$ cat src/hdl/mtwd_pkg.sv
// Shared types, constants and operation codes for the task watchdog table.
package mtwd_pkg;

   localparam int NUM_SLOTS_DEF = 8;
   localparam int KIND_W        = 3;
   localparam int SLOT_W        = 3;
   localparam int TIME_W        = 16;

   localparam logic [TIME_W-1:0] TICK_INC_RESET = TIME_W'(1);

   localparam logic [KIND_W-1:0] KIND_ADD    = 3'd0;
   localparam logic [KIND_W-1:0] KIND_REMOVE = 3'd1;
   localparam logic [KIND_W-1:0] KIND_START  = 3'd2;
   localparam logic [KIND_W-1:0] KIND_IDLE   = 3'd3;
   localparam logic [KIND_W-1:0] KIND_TICK   = 3'd4;

   typedef enum logic [2:0] {
      ST_IDLE  = 3'b001,
      ST_WALK  = 3'b010,
      ST_DRAIN = 3'b100
   } state_type;

   // write/read strobes and write data toward the slot store
   typedef struct packed {
      logic              rd_en;
      logic              wr_dl_en;
      logic              wr_el_en;
      logic [TIME_W-1:0] wr_dl;
      logic [TIME_W-1:0] wr_el;
   } mem_cmd_type;

   typedef struct packed {
      logic [TIME_W-1:0] deadline;
      logic [TIME_W-1:0] elapsed;
   } mem_rd_type;

endpackage

$ cat src/hdl/mtwd_if.sv
// Request and response channel interfaces of the task watchdog table.
interface mtwd_req_if;
   import mtwd_pkg::*;

   logic              valid;
   logic              ready;
   logic [KIND_W-1:0] kind;
   logic [SLOT_W-1:0] slot;
   logic [TIME_W-1:0] timeout_value;

   modport source (output valid, output kind, output slot, output timeout_value,
                   input ready);
   modport sink   (input valid, input kind, input slot, input timeout_value,
                   output ready);
endinterface

interface mtwd_rsp_if;
   import mtwd_pkg::*;

   logic              valid;
   logic              ready;
   logic              accepted;
   logic [SLOT_W-1:0] assigned_slot;
   logic              kick;

   modport source (output valid, output accepted, output assigned_slot, output kick,
                   input ready);
   modport sink   (input valid, input accepted, input assigned_slot, input kick,
                   output ready);
endinterface

$ cat src/hdl/mtwd_store.sv
// Slot store: deadline and elapsed memories, one write and one registered read port.
module mtwd_store #(
   parameter int NUM_SLOTS = mtwd_pkg::NUM_SLOTS_DEF,
   parameter int IDX_W     = (NUM_SLOTS > 1) ? $clog2(NUM_SLOTS) : 1
) (
   input  logic                 clock,
   input  mtwd_pkg::mem_cmd_type cmd,
   input  logic [IDX_W-1:0]     rd_addr,
   input  logic [IDX_W-1:0]     wr_addr,
   output mtwd_pkg::mem_rd_type  rd_data
);
   import mtwd_pkg::*;

   logic [TIME_W-1:0] dl_mem [NUM_SLOTS];
   logic [TIME_W-1:0] el_mem [NUM_SLOTS];
   mem_rd_type        rdata_ff;

   always_ff @(posedge clock) begin
      if (cmd.wr_dl_en) begin
         dl_mem[wr_addr] <= cmd.wr_dl;
      end
      if (cmd.wr_el_en) begin
         el_mem[wr_addr] <= cmd.wr_el;
      end
   end

   always_ff @(posedge clock) begin
      if (cmd.rd_en) begin
         rdata_ff.deadline <= dl_mem[rd_addr];
         rdata_ff.elapsed  <= el_mem[rd_addr];
      end
   end

   assign rd_data = rdata_ff;

endmodule

$ cat src/hdl/mtwd_ctrl.sv
// Sequencer: slot flags, command decode, tick walk over the store, response register.
module mtwd_ctrl #(
   parameter int NUM_SLOTS = mtwd_pkg::NUM_SLOTS_DEF,
   parameter int IDX_W     = (NUM_SLOTS > 1) ? $clog2(NUM_SLOTS) : 1
) (
   input  logic                        clock,
   input  logic                        reset,
   mtwd_req_if.sink                    req_chan,
   mtwd_rsp_if.source                  rsp_chan,
   input  logic                        csr_wr_en,
   input  logic [mtwd_pkg::TIME_W-1:0] csr_wr_data,
   output mtwd_pkg::mem_cmd_type        mem_cmd,
   output logic [IDX_W-1:0]            mem_rd_addr,
   output logic [IDX_W-1:0]            mem_wr_addr,
   input  mtwd_pkg::mem_rd_type         mem_rd_data
);
   import mtwd_pkg::*;

   localparam int EXT_W = IDX_W + SLOT_W;

   state_type             state_ff, state_in;
   logic [IDX_W-1:0]      cnt_ff, cnt_in;
   logic                  pend_ff, pend_in;
   logic [IDX_W-1:0]      pend_idx_ff, pend_idx_in;
   logic                  kick_ff, kick_in;
   logic [NUM_SLOTS-1:0]  used_ff, used_in;
   logic [NUM_SLOTS-1:0]  active_ff, active_in;
   logic [TIME_W-1:0]     tick_inc_ff;
   logic                  rsp_valid_ff, rsp_valid_in;
   logic                  acc_ff, acc_in;
   logic [SLOT_W-1:0]     asg_ff, asg_in;
   logic                  rkick_ff, rkick_in;

   logic                  req_fire;
   logic                  free_found;
   logic [IDX_W-1:0]      free_idx;
   logic [EXT_W-1:0]      free_ext;
   logic [EXT_W-1:0]      slot_ext;
   logic [IDX_W-1:0]      slot_idx;
   logic                  slot_ok;
   logic                  live;
   logic                  below;
   logic                  expired;
   logic [TIME_W:0]       sum;
   logic [TIME_W-1:0]     sat;

   assign req_chan.ready = (state_ff == ST_IDLE) && (!rsp_valid_ff || rsp_chan.ready);
   assign req_fire       = req_chan.valid && req_chan.ready;

   assign rsp_chan.valid         = rsp_valid_ff;
   assign rsp_chan.accepted      = acc_ff;
   assign rsp_chan.assigned_slot = asg_ff;
   assign rsp_chan.kick          = rkick_ff;

   // lowest free slot
   always_comb begin
      free_found = 1'b0;
      free_idx   = '0;
      for (int i = NUM_SLOTS - 1; i >= 0; i--) begin
         if (!used_ff[i]) begin
            free_found = 1'b1;
            free_idx   = IDX_W'(i);
         end
      end
   end

   assign free_ext = {{SLOT_W{1'b0}}, free_idx};
   assign slot_ext = {{IDX_W{1'b0}}, req_chan.slot};
   assign slot_idx = slot_ext[IDX_W-1:0];
   assign slot_ok  = (slot_ext < EXT_W'(NUM_SLOTS)) && used_ff[slot_idx];

   // tick evaluation of the slot whose read data has just returned
   assign live    = pend_ff && used_ff[pend_idx_ff] && active_ff[pend_idx_ff];
   assign below   = mem_rd_data.elapsed < mem_rd_data.deadline;
   assign expired = live && !below;
   assign sum     = {1'b0, mem_rd_data.elapsed} + {1'b0, tick_inc_ff};
   assign sat     = sum[TIME_W] ? {TIME_W{1'b1}} : sum[TIME_W-1:0];

   always_comb begin
      state_in     = state_ff;
      cnt_in       = cnt_ff;
      pend_in      = 1'b0;
      pend_idx_in  = pend_idx_ff;
      kick_in      = kick_ff;
      used_in      = used_ff;
      active_in    = active_ff;
      rsp_valid_in = rsp_valid_ff && !rsp_chan.ready;
      acc_in       = acc_ff;
      asg_in       = asg_ff;
      rkick_in     = rkick_ff;
      mem_cmd      = '0;
      mem_rd_addr  = cnt_ff;
      mem_wr_addr  = pend_idx_ff;

      if (live && below) begin
         mem_cmd.wr_el_en = 1'b1;
         mem_cmd.wr_el    = sat;
      end
      if (expired) begin
         kick_in = 1'b0;
      end

      case (state_ff)
         ST_IDLE: begin
            if (req_fire) begin
               rsp_valid_in = 1'b1;
               acc_in       = 1'b0;
               asg_in       = '0;
               rkick_in     = 1'b0;
               case (req_chan.kind)
                  KIND_ADD: begin
                     if (free_found) begin
                        used_in[free_idx]   = 1'b1;
                        active_in[free_idx] = 1'b0;
                        mem_wr_addr         = free_idx;
                        mem_cmd.wr_dl_en    = 1'b1;
                        mem_cmd.wr_dl       = req_chan.timeout_value;
                        mem_cmd.wr_el_en    = 1'b1;
                        mem_cmd.wr_el       = '0;
                        acc_in              = 1'b1;
                        asg_in              = free_ext[SLOT_W-1:0];
                     end
                  end
                  KIND_REMOVE: begin
                     if (slot_ok) begin
                        used_in[slot_idx]   = 1'b0;
                        active_in[slot_idx] = 1'b0;
                        acc_in              = 1'b1;
                     end
                  end
                  KIND_START, KIND_IDLE: begin
                     if (slot_ok) begin
                        active_in[slot_idx] = (req_chan.kind == KIND_START);
                        mem_wr_addr         = slot_idx;
                        mem_cmd.wr_el_en    = 1'b1;
                        mem_cmd.wr_el       = '0;
                        acc_in              = 1'b1;
                     end
                  end
                  KIND_TICK: begin
                     rsp_valid_in = 1'b0;
                     state_in     = ST_WALK;
                     cnt_in       = '0;
                     kick_in      = 1'b1;
                  end
                  default: begin
                  end
               endcase
            end
         end
         ST_WALK: begin
            mem_cmd.rd_en = 1'b1;
            pend_in       = 1'b1;
            pend_idx_in   = cnt_ff;
            if (cnt_ff == IDX_W'(NUM_SLOTS - 1)) begin
               state_in = ST_DRAIN;
            end else begin
               cnt_in = cnt_ff + IDX_W'(1);
            end
         end
         ST_DRAIN: begin
            // last slot evaluated here; the output is empty since tick acceptance
            rsp_valid_in = 1'b1;
            acc_in       = 1'b1;
            asg_in       = '0;
            rkick_in     = kick_ff && !expired;
            state_in     = ST_IDLE;
         end
         default: begin
            state_in = ST_IDLE;
         end
      endcase
   end

   always_ff @(posedge clock) begin
      if (reset) begin
         state_ff     <= ST_IDLE;
         pend_ff      <= 1'b0;
         used_ff      <= '0;
         active_ff    <= '0;
         tick_inc_ff  <= TICK_INC_RESET;
         rsp_valid_ff <= 1'b0;
      end else begin
         state_ff     <= state_in;
         pend_ff      <= pend_in;
         used_ff      <= used_in;
         active_ff    <= active_in;
         rsp_valid_ff <= rsp_valid_in;
         if (csr_wr_en) begin
            tick_inc_ff <= csr_wr_data;
         end
      end
   end

   always_ff @(posedge clock) begin
      cnt_ff      <= cnt_in;
      pend_idx_ff <= pend_idx_in;
      kick_ff     <= kick_in;
      acc_ff      <= acc_in;
      asg_ff      <= asg_in;
      rkick_ff    <= rkick_in;
   end

endmodule

$ cat src/hdl/multi_task_watchdog_table.sv
// Top level of the multi-task watchdog table: sequencer plus slot store.
//
//   channel   direction  handshake        contents
//   req_chan  in         valid/ready      kind, slot, timeout_value
//   rsp_chan  out        valid/ready      accepted, assigned_slot, kick
//   csr_*     in         write enable     tick_increment (16 bit)
//
// Add, remove, start, idle: response valid the cycle after the transaction.
// Tick: walks all NUM_SLOTS slots through the store's single read port, one per
//   cycle, then settles the last slot in the drain state and registers the response.
// Reset clears the used/active flags and sets tick_increment to 1; memories are
//   not cleared, an add writes a slot before its contents are ever used.
// A new transaction is taken in the idle state once the response register is empty or being read.
module multi_task_watchdog_table #(
   parameter int NUM_SLOTS = mtwd_pkg::NUM_SLOTS_DEF
) (
   input  logic                        clock,
   input  logic                        reset,
   mtwd_req_if.sink                    req_chan,
   mtwd_rsp_if.source                  rsp_chan,
   input  logic                        csr_wr_en,
   input  logic [mtwd_pkg::TIME_W-1:0] csr_wr_data
);
   import mtwd_pkg::*;

   localparam int IDX_W = (NUM_SLOTS > 1) ? $clog2(NUM_SLOTS) : 1;

   mem_cmd_type      mem_cmd;
   mem_rd_type       mem_rd_data;
   logic [IDX_W-1:0] mem_rd_addr;
   logic [IDX_W-1:0] mem_wr_addr;

   mtwd_ctrl #(
      .NUM_SLOTS (NUM_SLOTS),
      .IDX_W     (IDX_W)
   ) u_ctrl (
      .clock       (clock),
      .reset       (reset),
      .req_chan    (req_chan),
      .rsp_chan    (rsp_chan),
      .csr_wr_en   (csr_wr_en),
      .csr_wr_data (csr_wr_data),
      .mem_cmd     (mem_cmd),
      .mem_rd_addr (mem_rd_addr),
      .mem_wr_addr (mem_wr_addr),
      .mem_rd_data (mem_rd_data)
   );

   mtwd_store #(
      .NUM_SLOTS (NUM_SLOTS),
      .IDX_W     (IDX_W)
   ) u_store (
      .clock   (clock),
      .cmd     (mem_cmd),
      .rd_addr (mem_rd_addr),
      .wr_addr (mem_wr_addr),
      .rd_data (mem_rd_data)
   );

endmodule

$ cat src/flat_wrapper.sv
// flat-port wrapper written by rule: the top's interface ports become plain ports
module multi_task_watchdog_table_flat import mtwd_pkg::*;
#(
   parameter int NUM_SLOTS = mtwd_pkg::NUM_SLOTS_DEF
)
  (clock, reset, csr_wr_en, csr_wr_data, req_chan_valid, req_chan_kind, req_chan_slot, req_chan_timeout_value, req_chan_ready, rsp_chan_valid, rsp_chan_accepted, rsp_chan_assigned_slot, rsp_chan_kick, rsp_chan_ready);
  mtwd_req_if req_chan_i ();
  mtwd_rsp_if rsp_chan_i ();
  input  logic clock;
  input  logic reset;
  input  logic csr_wr_en;
  input  logic [mtwd_pkg::TIME_W-1:0] csr_wr_data;
  input wire logic [$bits(req_chan_i.valid)-1:0] req_chan_valid;
  input wire logic [$bits(req_chan_i.kind)-1:0] req_chan_kind;
  input wire logic [$bits(req_chan_i.slot)-1:0] req_chan_slot;
  input wire logic [$bits(req_chan_i.timeout_value)-1:0] req_chan_timeout_value;
  output wire logic [$bits(req_chan_i.ready)-1:0] req_chan_ready;
  output wire logic [$bits(rsp_chan_i.valid)-1:0] rsp_chan_valid;
  output wire logic [$bits(rsp_chan_i.accepted)-1:0] rsp_chan_accepted;
  output wire logic [$bits(rsp_chan_i.assigned_slot)-1:0] rsp_chan_assigned_slot;
  output wire logic [$bits(rsp_chan_i.kick)-1:0] rsp_chan_kick;
  input wire logic [$bits(rsp_chan_i.ready)-1:0] rsp_chan_ready;
  assign req_chan_i.valid = req_chan_valid;
  assign req_chan_i.kind = req_chan_kind;
  assign req_chan_i.slot = req_chan_slot;
  assign req_chan_i.timeout_value = req_chan_timeout_value;
  assign req_chan_ready = req_chan_i.ready;
  assign rsp_chan_valid = rsp_chan_i.valid;
  assign rsp_chan_accepted = rsp_chan_i.accepted;
  assign rsp_chan_assigned_slot = rsp_chan_i.assigned_slot;
  assign rsp_chan_kick = rsp_chan_i.kick;
  assign rsp_chan_i.ready = rsp_chan_ready;
  multi_task_watchdog_table #(.NUM_SLOTS(NUM_SLOTS)) u_core (.clock(clock), .reset(reset), .req_chan(req_chan_i), .rsp_chan(rsp_chan_i), .csr_wr_en(csr_wr_en), .csr_wr_data(csr_wr_data));
endmodule
$ cat config.mk
export PLATFORM = sky130hd
export DESIGN_NAME = multi_task_watchdog_table_flat
export DESIGN_NICKNAME = d
export VERILOG_FILES = /design/src/hdl/mtwd_pkg.sv /design/src/hdl/mtwd_if.sv /design/src/hdl/mtwd_store.sv /design/src/hdl/mtwd_ctrl.sv /design/src/hdl/multi_task_watchdog_table.sv /design/src/flat_wrapper.sv
export SDC_FILE = /design/constraint.sdc
export NUM_CORES = 1
export LEC_CHECK = 0
export ABC_AREA = 1
export BUFFER_PORTS_ARGS = -buffer_cell sky130_fd_sc_hd__buf_2
export CAP_MARGIN = 10
export CORE_UTILIZATION = 40
export DETAILED_ROUTE_END_ITERATION = 10
export PLACE_DENSITY_LB_ADDON = 0.08
export SYNTH_ARGS = -nofsm -noshare
export SYNTH_HDL_FRONTEND = slang
export SYNTH_SLANG_ARGS = --single-unit
$ cat constraint.sdc
create_clock -name clock -period 8.95 [get_ports clock]
set_input_delay 0.4475 -clock clock [delete_from_list [all_inputs] [get_ports clock]]
set_output_delay 0.4475 -clock clock [all_outputs]
set_load 0.01 [all_outputs]
**After elaboration in Yosys (flattened, before gate mapping)**

Memory sizes are Yosys's and may differ from the RTL's. A register that Yosys moved wholly into a read port is not among the register bits.
Index checks and enable logic that the tools add are counted.
W data, S select, Z words.

- Bits in registers: 49
- Bits in writable memories: 256
- Word-level logic and storage cells: 154
- Memories: 2

Memory list:

| memory | depth | width | read ports | clocked after memory_dff | write ports | RTL line | RTL |
|---|---|---|---|---|---|---|---|
| u_core.u_store.dl_mem | 8 | 16 | 1 | 1 | 1 | mtwd_store.sv:14 | `logic [TIME_W-1:0] dl_mem [NUM_SLOTS];` |
| u_core.u_store.el_mem | 8 | 16 | 1 | 1 | 1 | mtwd_store.sv:15 | `logic [TIME_W-1:0] el_mem [NUM_SLOTS];` |

- Add/sub/neg operators: 2
- $lt $le $gt $ge: 7
- Equality and inequality tests: 15
- Muxes and demuxes: 82
- Bitwise gates (word level): 6
- Reduce and logical (&&, ||, !) cells: 28

Operators by type and width:

| kind | count |
|---|---|
| $mux W34 | 3 |
| $mux W16 | 4 |
| $mux W3 | 21 |
| $mux W8 | 5 |
| $pmux W16 S2 | 1 |
| $mux W1 | 31 |
| $and A8 B8 Y8 | 3 |
| $pmux W3 S2 | 4 |
| $pmux W8 S3 | 1 |
| $add A16 B16 Y17 | 1 |
| $lt A16 B16 Y1 | 1 |
| $lt A3 B4 Y1 const B | 4 |
| $not A8 Y8 | 2 |
| $pmux W8 S2 | 1 |
| $ne A2 B2 Y1 const B | 6 |
| $logic_and A1 B1 Y1 | 11 |
| $pmux W1 S2 | 5 |
| $bmux W1 S3 | 3 |
| $eq A3 B2 Y1 const B | 3 |
| $eq A3 B3 Y1 const B | 3 |
| $bwmux W8 | 1 |
| $or A8 B8 Y8 | 1 |
| $demux W1 S3 | 2 |
| $eq A3 B1 Y1 const B | 2 |
| 15 further kinds | 21 |

**Logic depth before layout (Yosys ltp)**

Gate-level depths: netlist of run 1.

- Word-level depth: 16
- Gate-level depth with buffers: 15
- Gate-level depth less buffers: 14

**Hierarchy**

Synthesis of run 1 repeated with hierarchy kept, for this count alone.

- Cell total of the unflattened synthesis: 1882
- Area total of the unflattened synthesis: 16666.0 um2

Modules (own cells, without submodules):

| module | instances | cells each | area an instance (um2) | sequential area each (um2) |
|---|---|---|---|---|
| mtwd_store | 1 | 1168 | 12248.0 | 8648.3 |
| mtwd_ctrl | 1 | 714 | 4418.0 | 1091.0 |

**Worst setup path before layout of run 1**

OpenSTA, ideal clock, no wires.

- Path kind: register -> register
- From: register u_core.u_ctrl.state_ff[1]
- To: register u_core.u_ctrl.cnt_ff[0], in the netlist u_core.u_ctrl.mem_rd_addr[0], enable pin
- Data arrival time: 3.835 ns
- Required time: 8.631 ns
- Path slack: 4.796 ns
- Stages on the path, launching flop included: 7
- Path buffers: 0
- Clock period less this slack: 4.154 ns
- Cell sequence: dfxtp_1 -> clkinv_1 -> nor3_1 -> inv_1 -> nand2_1 -> o21ai_0 -> nor2_1

- Longest elaborated chain between the ends: 5
- Elaborated cells between the ends (all ways): 9
- Classes of those cells: 5 x eq/ne; 4 x reduce/logical

RTL lines:

| item | RTL line | RTL |
|---|---|---|
| start: declaration | mtwd_ctrl.sv:21 | `state_type state_ff, state_in;` |
| start signal: assignment | mtwd_ctrl.sv:184 | `state_ff <= state_in;` |
| $eq A3 B1 Y1 | mtwd_ctrl.sv:47, mtwd_ctrl.sv:103 |  |
| $logic_and A1 B1 Y1 | mtwd_ctrl.sv:47 | `assign req_chan.ready = (state_ff == ST_IDLE) && (!rsp_valid_ff \|\| rsp_chan.ready);` |
| $logic_and A1 B1 Y1 | mtwd_ctrl.sv:48 | `assign req_fire = req_chan.valid && req_chan.ready;` |
| $ne A2 B2 Y1 (no line) | - |  |
| $reduce_and A4 Y1 (no line) * | - |  |
| end signal: assignment | mtwd_ctrl.sv:196 | `cnt_ff <= cnt_in;` |
| end: declaration | mtwd_ctrl.sv:22 | `logic [IDX_W-1:0] cnt_ff, cnt_in;` |

Every way passes the cells marked *; elsewhere a longest branch is shown, timed or not.
A chain may end at the register's enable or synchronous reset.

**Worst setup path after layout of run 1**

- From: register u_core.u_ctrl.used_ff[0]
- To: memory u_core.u_store.el_mem[6][12], enable pin

- Longest elaborated chain between the ends: 12
- Elaborated cells between the ends (all ways): 23
- Classes of those cells: 19 x mux; 4 x reduce/logical

RTL lines:

| item | RTL line | RTL |
|---|---|---|
| start: declaration | mtwd_ctrl.sv:26 | `logic [NUM_SLOTS-1:0] used_ff, used_in;` |
| start signal: assignment | mtwd_ctrl.sv:186 | `used_ff <= used_in;` |
| $bmux W1 S3 | mtwd_ctrl.sv:73 | `assign live = pend_ff && used_ff[pend_idx_ff] && active_ff[pend_idx_ff];` |
| $mux W1 (not written as such) | mtwd_ctrl.sv:73 |  |
| $logic_and A1 B1 Y1 (2 in a row) | mtwd_ctrl.sv:73 |  |
| $logic_and A1 B1 Y1 | mtwd_ctrl.sv:95 | `if (live && below) begin` |
| $mux W1 | mtwd_ctrl.sv:95 |  |
| $mux W1 / $mux W34 (equally long branches) | mtwd_ctrl.sv:132, mtwd_ctrl.sv:112 |  |
| $pmux W1 S2 | mtwd_ctrl.sv:110 | `case (req_chan.kind)` |
| $mux W34 | mtwd_ctrl.sv:105 | `if (req_fire) begin` |
| $mux W34 | mtwd_ctrl.sv:103 | `case (state_ff)` |
| $mux W1 | mtwd_store.sv:22 | `if (cmd.wr_el_en) begin` |
| $mux W1 (not written as such) | mtwd_store.sv:23 | `el_mem[wr_addr] <= cmd.wr_el;` |
| end: declaration | mtwd_store.sv:15 |  |

Several ways; a longest one is shown, not always the timed one. The select of a mux whose other input is x is not followed.

==> Implementation_results.wiki, run 1 <==
{| class="wikitable"
! Metric !! Value
|-
| Worst hold endpoint || u_core.u_ctrl.tick_inc_ff[0]$_SDFFE_PP1P_
|-
| Clock sink count || 337
|-
| Ratio of cells with drive above 1 in the final layout || 12.7%
|-
| Die area || slightly below 0.04 mm2
|-
| Result of the run || completed
|-
| Cell row count || 70
|-
| VDD IR max || around 140 uV
|-
| Post-synth top flop || sky130_fd_sc_hd__edfxtp_1
|-
| DR vias/cell || 5.06
|-
| Minimum setup slack among reg-to-reg paths || 5.73 ns
|-
| Total power || 4.18 mW
|-
| Post_cts resized || 0
|-
| Count of flip-flops with a built-in enable after synthesis || between 200 and 300
|-
| Final worst clock skew || 0.0178 ns
|-
| Fraction of synthesized area in multiplexers || 0%
|-
| FF/Latch Area || 0.00974 mm2
|-
| Largest net degree at the start of global routing || 92
|-
| Relative slew slack || 36.2%
|-
| Synthesized flop and latch total || 337
|-
| Vias after detailed routing || 10,300
|-
| Area of combinational cells with multiple inputs || 0.00475 mm2
|-
| Final-report max-slew violation count || 0
|-
| Required arrival time at the worst endpoint || 9.11 ns
|-
| Max Clk Rate || 0.311 GHz
|-
| Part of the total power dissipated in the clock network || 36.9%
|-
| Share of total power in sequential cells || 42.9%
|-
| Register-to-Register Path Depth || 10
|-
| Root buffer selected by CTS || sky130_fd_sc_hd__clkbuf_16
|-
| Library cell appearing most often on the critical path || sky130_fd_sc_hd__nor2_2
|-
| Asr flop ratio synth || 0%
|-
| CP Launch Type || flip-flop
|-
| Pint || 2.93 mW
|-
| Largest delay share family, worst path || simple AND/OR/NAND/NOR gates
|-
| Arithmetic-cell share of the synthesized area counting full adders, half adders and majority gates || under 10%
|-
| Transition time at the pin with the least slew margin || approximately 0.96 ns
|-
| Final Hold Fails || 0
|-
| Max Fanout on Critical Path || 23
|-
| Clock tree from TritonCTS || built
|-
| Crit-path max cell delay || 0.74 ns
|-
| RSZ-0062 raised after global routing || no
|-
| Number of antenna violations at the first check in global routing || 0
|-
| Main combinational cell family by area after synthesis || simple AND/OR/NAND/NOR gates
|-
| XOR/XNOR Fraction of Synth Area || less than 1%
|-
| Filler Cells Inserted || 3,490
|-
| Share of total power consumed by net switching || between 20% and 30%
|-
| Wire length of the first global-routing pass || approximately 59,000 um
|-
| Buffers added on ports || 49
|-
| # IOs || 50
|-
| Setup Total Neg Slack || 0 ns
|-
| Crit share post-route || 36.0%
|-
| Reg2Reg Launch Point || u_core.u_ctrl.used_ff[0]$_SDFFE_PP0P_
|-
| Worst setup path class || flip-flop to flip-flop
|-
| Die Height || 197 um
|-
| Clock buffer depth || 3
|-
| GRT Residual Overflow || 0
|-
| Area of the mapped netlist || 0.0152 mm2
|-
| Layout Nets || 1,571
|-
| Synth Net Count || 1,525
|-
| Initial detailed-routing violation count || 651
|-
| Die outline width || slightly below 200 um
|-
| Quantity of hold-fixing buffers added after cts || 0
|-
| DR pass1 iterations || 5
|-
| Start point of the worst hold path || csr_wr_data[0]
|-
| Min-Delay Path Class || input port to flip-flop
|-
| Hold depth || 3
|-
| Count of mapped cells out of synthesis || about 1,400
|-
| Worst setup startpoint || u_core.u_ctrl.used_ff[0]$_SDFFE_PP0P_
|-
| Total of warnings raised by yosys || 0
|-
| Later-pin clock latency in the skew report || 0.55 ns
|-
| Post-synth cell types || 46
|-
| Cell chain of the critical path || nand2_1, nor2_2, inv_2, nor2_4, nor2_2, nand2_2, nand3_1, nand2_2, nand3_1, nor2_2
|-
| Combined global-route utilization of all metal layers || 20.2%
|-
| Clock input transition at the sequential cells of the worst setup and hold paths || 0.06 ns
|-
| Synthesized-area fraction occupied by ao, oa, aoi and oai cells || 10.8%
|-
| DR DRC count || 0
|-
| Via count of the first global-routing pass || 10,100
|-
| Final Wtd Congestion || 0.861
|-
| Synth Area in Simple Gates || 16.9%
|-
| Final worst path period need || 3.22 ns
|-
| Crit path DAT || 3.38 ns
|-
| LEAKAGE || 6.37 nW
|-
| TritonCTS Buffers || 38
|-
| Critical path buffers and inverters || 1
|-
| Power per unit of standard cell area || 244 mW/mm2
|-
| Final antenna diode count || 0
|-
| Average cell area after synthesis || 10.5 um2
|-
| Core box area || between 0.03 and 0.04 mm2
|-
| Combinational fraction of design power || 20.2%
|-
| ANT nets after route || 0
|-
| Count of max-cap constraint violations || 0
|-
| Capture instance of the worst register-to-register path || u_core.u_store.el_mem[6][12]$_DFFE_PP_
|-
| Total wire length || about 38,000 um
|-
| Starting Density || between 40% and 50%
|-
| Sum of net half-perimeters after detailed placement || 24,200 um
|-
| Growth of design area from synthesis to finish || 13.2%
|-
| Final routed wire length divided by cell count || 18.6 um
|-
| Share of the yosys chip area belonging to registers || ~64%
|-
| Final core utilization || 46.4%
|-
| Net Switching || 1.25 mW
|-
| Final setup fails || 0
|-
| Endpoint type of the worst setup path || flip-flop
|-
| Total setup buffers inserted after CTS || 0
|-
| CTS H-Tree Depth || 2
|-
| Cell type of the slowest stage on the worst timing path || sky130_fd_sc_hd__nor2_2
|}
## routing by layer
metal	up-vias	part of all wire (%)	GRT usage, %
met1	4858	49	29.4
met3	45	4.4	2.87
met5	-	0	0
li1	5129	-	-
met2	224	44	31.1
met4	0	2.2	6.86
## worst reg2reg max path, cell delays in order (launching register included)
cell and delay (ns):
sky130_fd_sc_hd__dfxtp_1 0.53, sky130_fd_sc_hd__nand2_1 0.14, sky130_fd_sc_hd__nor2_2 0.17, sky130_fd_sc_hd__inv_2 0.06, sky130_fd_sc_hd__nor2_4 0.10, sky130_fd_sc_hd__nor2_2 0.07, sky130_fd_sc_hd__nand2_2 0.48, sky130_fd_sc_hd__nand3_1 0.18
sky130_fd_sc_hd__nand2_2 0.18, sky130_fd_sc_hd__nand3_1 0.14, sky130_fd_sc_hd__nor2_2 0.74
## power groups by stage
stage / Combinational, mW / Clock, mW / Sequential (mW)
global placement: 0.846 / 0 / 1.83
finish: 0.843 / 1.54 / 1.79
CTS: 0.853 / 1.59 / 1.79
global route: 0.954 / 1.64 / 1.80
detailed placement: 0.849 / 0 / 1.83
floorplan: 0.590 / 0 / 1.82
## final cells by class
class | count | area share, %
flip-flops and latches | 337 | 56.8
inverters | 105 | 2.35
clock inverters | 23 | 1.43
multi-input cells | 942 | 27.7
clock buffers | 46 | 5.78
repair buffers | 70 | 2.35
well taps | 504 | 3.68
## per-stage QoR
stage | hold WS (ns) | cell area, um2 | worst slack [ns] | cells
6_report | 0.118 | 17200 | 5.73 | 2027
3_3_place_gp | 0.430 | 15900 | 5.36 | 1958
5_1_grt | 0.116 | 17200 | 5.49 | 2027
3_5_place_dp | 0.435 | 15900 | 5.36 | 1958
4_1_cts | 0.0840 | 17200 | 5.69 | 2027
2_1_floorplan | 0.414 | 15200 | 4.80 | 1448
## registers in the layout (all words and copies together) (netlist names), 3 cells and up
| register | count |
|---|---|
| u_core.u_ctrl.active_ff | 8 |
| u_core.u_store.rd_data | 32 |
| u_core.u_ctrl.state_ff | 3 |
| u_core.u_ctrl.mem_rd_addr | 3 |
| u_core.u_ctrl.pend_idx_ff | 3 |
| u_core.u_store.dl_mem | 128 |
| u_core.u_ctrl.used_ff | 8 |
| u_core.u_ctrl.rsp_chan.assigned_slot | 3 |
| u_core.u_store.el_mem | 128 |
| u_core.u_ctrl.tick_inc_ff | 16 |
## cells in the final DEF, fill, tap and decap left out, drive strengths merged, types with 38 or more instances in the layout
cell type    n
nand2      158
buf         70
nand3       57
inv        104
edfxtp     299
clkbuf      46
nor2       355
a21oi       48
dfxtp       38
o21ai      167
## cells in the mapped netlist (7+ instances only)
cell type                    n  area [um2]
sky130_fd_sc_hd__o21ai_0   166         831
sky130_fd_sc_hd__edfxtp_1  299        8980
sky130_fd_sc_hd__nand2_2    19         119
sky130_fd_sc_hd__nand4_1     7        43.8
sky130_fd_sc_hd__dfxtp_1    38         761
sky130_fd_sc_hd__inv_1      89         334
sky130_fd_sc_hd__inv_2      13        48.8
sky130_fd_sc_hd__a21oi_1    41         205
sky130_fd_sc_hd__buf_2      10        50.1
sky130_fd_sc_hd__nand3_1    55         275
sky130_fd_sc_hd__xnor2_1     8        70.1
sky130_fd_sc_hd__ha_1       33         413
sky130_fd_sc_hd__a31oi_1    36         225
sky130_fd_sc_hd__nor2_1    349        1310
sky130_fd_sc_hd__clkbuf_1   39         146
sky130_fd_sc_hd__nand2_1   132         495
sky130_fd_sc_hd__o22ai_1    34         213
sky130_fd_sc_hd__buf_1       7        26.3
sky130_fd_sc_hd__nor3_1     16        80.1
## cells by family (layout without fill, tap and decap cells)
group | after synthesis | in the layout
AND/OR/NAND/NOR | 602 | 602
flip-flops | 337 | 337
AO/OA/AOI/OAI | 295 | 295
buffers and inverters | 169 | 244
adder cells (fa/ha/maj) | 34 | 34
XOR/XNOR | 11 | 11
## how the worst max path moves through the flow
stage | end | slack (ns) | depth (start not counted)
6_report | u_core.u_store.el_mem[6][12]$_DFFE_PP_ | 5.73 | 10
3_5_place_dp | u_core.u_store.el_mem[6][11]$_DFFE_PP_ | 5.36 | 11
4_1_cts | u_core.u_store.el_mem[6][13]$_DFFE_PP_ | 5.69 | 10
2_1_floorplan | u_core.u_ctrl.mem_rd_addr[0]$_SDFFCE_PN0P_ | 4.80 | 6
5_1_grt | u_core.u_store.el_mem[5][12]$_DFFE_PP_ | 5.49 | 10
3_3_place_gp | u_core.u_store.el_mem[6][11]$_DFFE_PP_ | 5.36 | 11
(Power assumes the default switching activity.)
==> run 2, diff against run 1 <==
clock period = 3.35 ns   (was 8.95 ns; I/O delays follow)
==> Implementation_results.wiki, run 2 (synthesis results as in run 1) <==
{| class="wikitable"
! Metric !! Value
|-
| Leading cell types in the layout, fill and taps excluded || sky130_fd_sc_hd__nor2_1, sky130_fd_sc_hd__edfxtp_1, sky130_fd_sc_hd__o21ai_0 (unchanged)
|-
| Final Wtd Congestion || 0.901 (was 0.861)
|-
| Combined global-route utilization of all metal layers || 21.0% (was 20.2%)
|-
| ANT nets after route || 0 (unchanged)
|-
| Vias after detailed routing || 10,600 (was 10,300)
|-
| CTS H-Tree Depth || 2 (unchanged)
|-
| Result of the run || completed (unchanged)
|-
| Minimum setup slack among reg-to-reg paths || 0.57 ns (was 5.73 ns)
|-
| Final Hold Fails || 0 (unchanged)
|-
| Clock tree from TritonCTS || built (unchanged)
|-
| Cell row count || 70 (unchanged)
|-
| Final antenna diode count || 0 (unchanged)
|-
| Met1 demand-to-capacity share in global routing || 30.1% (was 29.4%)
|-
| Worst Slack Setup Final || 0.573 ns (was 5.73 ns)
|-
| Final worst path period need || 2.78 ns (was 3.22 ns)
|-
| TritonCTS Buffers || 39 (was 38)
|-
| Fraction of met3 tracks used by global routing || 3.10% (was 2.87%)
|-
| Total setup buffers inserted after CTS || 0 (unchanged)
|-
| Wire length of the first global-routing pass || 60,800 um (was 59,100 um)
|-
| Max Fanout on Critical Path || 8 (was 23)
|-
| Final-report max-slew violation count || 0 (unchanged)
|-
| Clock sink count || 337 (unchanged)
|-
| Worst setup path class || flip-flop to flip-flop (unchanged)
|-
| Total wire length || 39,500 um (was 37,700 um)
|-
| Count of max-cap constraint violations || 0 (unchanged)
|-
| Ratio of cells with drive above 1 in the final layout || 13.0% (was 12.7%)
|-
| # IOs || 50 (unchanged)
|-
| Met2 track demand over resource in global routing || 32.7% (was 31.1%)
|-
| GRT Residual Overflow || 0 (unchanged)
|-
| Clock buffer depth || 3 (unchanged)
|-
| Transition time at the pin with the least slew margin || 0.836 ns (was 0.956 ns)
|-
| Number of antenna violations at the first check in global routing || 0 (unchanged)
|-
| Post_cts resized || 0 (unchanged)
|-
| DR vias/cell || 5.14 (was 5.06)
|-
| Endpoint type of the worst setup path || flip-flop (unchanged)
|-
| Layout Nets || 1,612 (was 1,571)
|-
| Setup Total Neg Slack || 0 ns (unchanged)
|-
| Buffers added on ports || 49 (unchanged)
|-
| Routing layer with the top usage in global route || met2 (unchanged)
|-
| Most common cell after layout, fill and taps aside || sky130_fd_sc_hd__nor2_1 (unchanged)
|-
| Crit share post-route || 82.9% (was 36.0%)
|-
| Relative slew slack || 44.2% (was 36.2%)
|-
| Die outline width || 197 um (unchanged)
|-
| Die area || 0.0387 mm2 (unchanged)
|-
| Initial detailed-routing violation count || 784 (was 651)
|-
| DR DRC count || 0 (unchanged)
|-
| DR pass1 iterations || 6 (was 5)
|-
| LEAKAGE || 6.54 nW (was 6.37 nW)
|-
| Clock input transition at the sequential cells of the worst setup and hold paths || 0.06 ns (about the same)
|-
| Core box area || 0.0370 mm2 (unchanged)
|-
| VDD IR max || 369 uV (was 140 uV)
|-
| Final routed wire length divided by cell count || 19.1 um (was 18.6 um)
|-
| Max Clk Rate || 0.360 GHz (was 0.311 GHz)
|-
| Sum of net half-perimeters after detailed placement || 24,200 um (about the same)
|-
| Growth of design area from synthesis to finish || 15.5% (was 13.2%)
|-
| Die Height || 197 um (unchanged)
|-
| Final worst clock skew || 0.0222 ns (was 0.0178 ns)
|-
| Starting Density || 41.0% (unchanged)
|-
| Worst-case setup slack after placement || 0.608 ns (was 5.36 ns)
|-
| Via count of the first global-routing pass || 10,200 (was 10,100)
|-
| Later-pin clock latency in the skew report || 0.57 ns (was 0.55 ns)
|-
| Power per unit of standard cell area || 638 mW/mm2 (was 244 mW/mm2)
|-
| CP Launch Type || flip-flop (unchanged)
|-
| Largest net degree at the start of global routing || 108 (was 92)
|-
| Required arrival time at the worst endpoint || 3.63 ns (was 9.11 ns)
|-
| RSZ-0062 raised after global routing || no (unchanged)
|-
| Root buffer selected by CTS || sky130_fd_sc_hd__clkbuf_16 (unchanged)
|-
| Min-Delay Path Class || input port to flip-flop (unchanged)
|-
| Crit path DAT || 3.06 ns (was 3.38 ns)
|-
| Final setup fails || 0 (unchanged)
|}
==> run 2: cell types whose count changed in the layout (fill, tap and decap cells not counted), sizes merged <==
cell	delta
buf	+17
bufinv	-2
clkbuf	+6
clkinv	-4
clkinvlp	-2
dlygate4sd3	+23
==> run 2: critical path: stages (launching register included) <==
cell                       delay, ns
sky130_fd_sc_hd__edfxtp_1       0.41
sky130_fd_sc_hd__ha_1           0.25
sky130_fd_sc_hd__fa_1           0.49
sky130_fd_sc_hd__nand3_1        0.11
sky130_fd_sc_hd__nand2_1        0.09
sky130_fd_sc_hd__nand2_1        0.08
sky130_fd_sc_hd__nand2_1        0.12
sky130_fd_sc_hd__nand3b_1       0.13
sky130_fd_sc_hd__nand2_1        0.07
sky130_fd_sc_hd__xor2_1         0.26
sky130_fd_sc_hd__nor2_1         0.08
sky130_fd_sc_hd__nor2_1         0.42
==> run 2: final timing paths <==
kind | start | endpoint | cells past startpoint
hold reg to reg | u_core.u_ctrl.kick_ff$_DFF_P_ | u_core.u_ctrl.kick_ff$_DFF_P_ | 2
hold / removal | req_chan_timeout_value[13] | u_core.u_store.dl_mem[0][13]$_DFFE_PP_ | 3
setup / recovery | u_core.u_store.rd_data[0]$_DFFE_PP_ | u_core.u_store.el_mem[4][12]$_DFFE_PP_ | 11
setup reg to reg | u_core.u_store.rd_data[0]$_DFFE_PP_ | u_core.u_store.el_mem[4][12]$_DFFE_PP_ | 11
==> run 2: timing repair <==
action / in CTS / in global routing
hold buffers: 23 / 0
hold endpoints to repair: 49 / 0
setup endpoints to repair: 0 / 0
==> run 2: power breakdown <==
part | leakage, nW | internal [mW] | switching, mW
Combinational | 2.90 | 0.741 | 1.65
Sequential | 3.07 | 4.74 | 0.0665
Clock | 0.571 | 2.31 | 1.67
==> run 2: layout make-up <==
cell class                 count  area, um2
tap                          504        631
clock inverter                15        161
fill                        3497      19500
clock buffer                  52       1020
sequential                   337       9740
inverter                     105        403
multi-input combinational    942       4750
timing repair buffer         110        798
==> run 2: layer usage <==
layer | vias to the layer above | wire, um
met1 | 5118 | 19200
met4 | 0 | 927
met2 | 226 | 17700
li1 | 5211 | -
met3 | 57 | 1710
met5 | - | 0
==> run 2: through the flow <==
stage	hold slack [ns]	power [mW]	cells	area (um2)	utilization, %
after floorplan	0.244	6.45	1448	15200	-
after global placement	0.388	7.28	1975	16100	43.5
after detailed placement	0.394	7.28	1975	16100	43.5
after CTS	0.00382	11.3	2065	17500	47.4
after global routing	0.0343	11.8	2065	17500	47.4
final	0.0289	11.2	2065	17500	47.4
==> run 3, diff against run 2 <==
clock period = 2.3 ns   (was 3.35 ns; I/O delays follow)
==> Implementation_results.wiki, run 3 (synthesis results as in run 1) <==
{| class="wikitable"
! Metric !! Value
|-
| Wire length of the first global-routing pass || 62,800 um (was 60,800 um)
|-
| Min-Delay Path Class || input port to flip-flop (unchanged)
|-
| Worst Slack Setup Final || 0.0332 ns (was 0.573 ns)
|-
| Number of antenna violations at the first check in global routing || 0 (unchanged)
|-
| Endpoint type of the worst setup path || flip-flop (unchanged)
|-
| Ratio of cells with drive above 1 in the final layout || 24.9% (was 13.0%)
|-
| Cell row count || 70 (unchanged)
|-
| Vias after detailed routing || 11,200 (was 10,600)
|-
| Max Fanout on Critical Path || 8 (unchanged)
|-
| Power per unit of standard cell area || 874 mW/mm2 (was 638 mW/mm2)
|-
| Clock tree from TritonCTS || built (unchanged)
|-
| Final routed wire length divided by cell count || 19.0 um (was 19.1 um)
|-
| Growth of design area from synthesis to finish || 30.3% (was 15.5%)
|-
| Buffers added on ports || 49 (unchanged)
|-
| Crit share post-route || 98.6% (was 82.9%)
|-
| Total wire length || 41,700 um (was 39,500 um)
|-
| Combined global-route utilization of all metal layers || 21.6% (was 21.0%)
|-
| Later-pin clock latency in the skew report || 0.57 ns (about the same)
|-
| Hold depth || 3 (unchanged)
|-
| Final worst path period need || 2.27 ns (was 2.78 ns)
|-
| Count of max-cap constraint violations || 0 (unchanged)
|-
| RSZ-0062 raised after global routing || yes (was no)
|-
| Layout Nets || 1,743 (was 1,612)
|-
| Via count of the first global-routing pass || 10,900 (was 10,200)
|-
| Initial detailed-routing violation count || 705 (was 784)
|-
| ANT nets after route || 0 (unchanged)
|-
| Setup Total Neg Slack || 0 ns (unchanged)
|-
| Final antenna diode count || 0 (unchanged)
|-
| Minimum setup slack among reg-to-reg paths || 0.03 ns (was 0.57 ns)
|-
| Final worst clock skew || 0.0144 ns (was 0.0222 ns)
|-
| Reg2Reg Launch Point || u_core.u_ctrl.used_ff[1]$_SDFFE_PP0P_ (was u_core.u_store.rd_data[0]$_DFFE_PP_)
|-
| Most common cell after layout, fill and taps aside || sky130_fd_sc_hd__nor2_1 (unchanged)
|-
| Final-report max-slew violation count || 0 (unchanged)
|-
| Final Hold Fails || 0 (unchanged)
|-
| Fraction of met3 tracks used by global routing || 4.02% (was 3.10%)
|-
| CP Launch Type || flip-flop (unchanged)
|-
| DR pass1 iterations || 5 (was 6)
|-
| Final core utilization || 53.4% (was 47.4%)
|-
| Worst hold endpoint || u_core.u_store.dl_mem[6][4]$_DFFE_PP_ (was u_core.u_store.dl_mem[0][13]$_DFFE_PP_)
|-
| Filler Cells Inserted || 3,261 (was 3,497)
|-
| Sum of net half-perimeters after detailed placement || 25,000 um (was 24,200 um)
|-
| Starting Density || 41.0% (unchanged)
|-
| Worst-case setup slack after placement || -0.178 ns (was 0.608 ns)
|-
| DR DRC count || 0 (unchanged)
|-
| Result of the run || completed (unchanged)
|-
| Relative slew slack || 63.3% (was 44.2%)
|-
| Capture instance of the worst register-to-register path || u_core.u_store.el_mem[1][15]$_DFFE_PP_ (was u_core.u_store.el_mem[4][12]$_DFFE_PP_)
|-
| Root buffer selected by CTS || sky130_fd_sc_hd__clkbuf_16 (unchanged)
|-
| Die Height || 197 um (unchanged)
|-
| Required arrival time at the worst endpoint || 2.58 ns (was 3.63 ns)
|-
| Clock input transition at the sequential cells of the worst setup and hold paths || 0.06 ns (about the same)
|-
| Die area || 0.0387 mm2 (unchanged)
|-
| Clock buffer depth || 3 (unchanged)
|-
| Leading cell types in the layout, fill and taps excluded || sky130_fd_sc_hd__nor2_1, sky130_fd_sc_hd__edfxtp_1, sky130_fd_sc_hd__o21ai_0 (unchanged)
|-
| Routing layer with the top usage in global route || met2 (unchanged)
|-
| GRT Residual Overflow || 0 (unchanged)
|-
| Met2 track demand over resource in global routing || 35.3% (was 32.7%)
|-
| Transition time at the pin with the least slew margin || 0.550 ns (was 0.836 ns)
|-
| Register-to-Register Path Depth || 14 (was 11)
|-
| VDD IR max || 534 uV (was 369 uV)
|-
| CTS H-Tree Depth || 2 (unchanged)
|-
| Largest net degree at the start of global routing || 73 (was 108)
|-
| Die outline width || 197 um (unchanged)
|-
| Total power || 17.3 mW (was 11.2 mW)
|-
| Final setup fails || 0 (unchanged)
|-
| Met1 demand-to-capacity share in global routing || 29.2% (was 30.1%)
|-
| DR vias/cell || 5.09 (was 5.14)
|-
| TritonCTS Buffers || 39 (unchanged)
|-
| LEAKAGE || 7.41 nW (was 6.54 nW)
|-
| Clock sink count || 337 (unchanged)
|-
| Worst setup path class || flip-flop to flip-flop (unchanged)
|-
| Final Wtd Congestion || 0.888 (was 0.901)
|-
| Max Clk Rate || 0.441 GHz (was 0.360 GHz)
|-
| Start point of the worst hold path || req_chan_timeout_value[4] (was req_chan_timeout_value[13])
|-
| Crit path DAT || 2.54 ns (was 3.06 ns)
|-
| # IOs || 50 (unchanged)
|-
| Min Hold Slack || 0.0144 ns (was 0.0289 ns)
|-
| Core box area || 0.0370 mm2 (unchanged)
|}
==> run 3: per-stage QoR <==
stage	std cells	instance area, um2
global route	2197	19700
detailed placement	2065	17100
floorplan	1448	15300
CTS	2182	19000
finish	2197	19700
global placement	2065	17100
==> run 3: worst max-delay path by stage <==
stage / startpoint / endpoint
2_1_floorplan: u_core.u_store.rd_data[15]$_DFFE_PP_ / u_core.u_store.el_mem[2][0]$_DFFE_PP_
3_3_place_gp: u_core.u_store.rd_data[0]$_DFFE_PP_ / u_core.u_store.el_mem[3][12]$_DFFE_PP_
3_5_place_dp: u_core.u_store.rd_data[0]$_DFFE_PP_ / u_core.u_store.el_mem[4][3]$_DFFE_PP_
4_1_cts: u_core.u_ctrl.used_ff[1]$_SDFFE_PP0P_ / u_core.u_store.el_mem[4][9]$_DFFE_PP_
5_1_grt: u_core.u_store.rd_data[11]$_DFFE_PP_ / u_core.u_store.el_mem[0][13]$_DFFE_PP_
6_report: u_core.u_ctrl.used_ff[1]$_SDFFE_PP0P_ / u_core.u_store.el_mem[1][15]$_DFFE_PP_
==> run 3: report_power, final <==
part | leakage [nW] | switching, mW | internal [mW] | total, mW
clock | 0.592 | 2.55 | 3.50 | 6.05
sequential | 3.07 | 0.105 | 6.90 | 7.00
combinational | 3.75 | 2.67 | 1.54 | 4.21
total | 7.41 | 5.32 | 11.9 | 17.3
==> run 3: timing repair <==
action                                  4_1_cts  5_1_grt
resized for setup                            35      119
buffers inserted                              2       11
endpoints found under the hold margin       117        0
endpoints found under the setup margin      272      337
hold buffers                                 46        0
cloned                                        1        5
pin swaps                                     6       32
==> run 3: layout make-up <==
class	instances	area (um2)	area share, %
clock buffer	50	1020	5.15
tap	504	631	3.19
multi-input combinational	942	5460	27.6
clock inverter	18	205	1.04
inverter	105	410	2.08
sequential	337	9750	49.4
timing repair buffer	241	2270	11.5
==> run 3: worst max-delay path: stages (launching register included) <==
cell                        delay (ns)
sky130_fd_sc_hd__dfxtp_4          0.37
sky130_fd_sc_hd__nand2_2          0.09
sky130_fd_sc_hd__nor2_4           0.15
sky130_fd_sc_hd__inv_2            0.07
sky130_fd_sc_hd__nor2_4           0.17
sky130_fd_sc_hd__nor2_4           0.07
sky130_fd_sc_hd__nand2_2          0.10
sky130_fd_sc_hd__nand2_2          0.07
sky130_fd_sc_hd__nand2_4          0.11
sky130_fd_sc_hd__nand2_8          0.09
sky130_fd_sc_hd__buf_4            0.15
sky130_fd_sc_hd__nor2_4           0.08
sky130_fd_sc_hd__nand2_2          0.06
sky130_fd_sc_hd__nor2_4           0.19
sky130_fd_sc_hd__clkbuf_16        0.21
==> run 3: metal layers <==
| metal | up-vias | share of wire (%) |
|---|---|---|
| met5 | - | 0 |
| met4 | 0 | 2.3 |
| met3 | 62 | 5.4 |
| met2 | 254 | 47 |
| met1 | 5375 | 46 |
| li1 | 5488 | - |
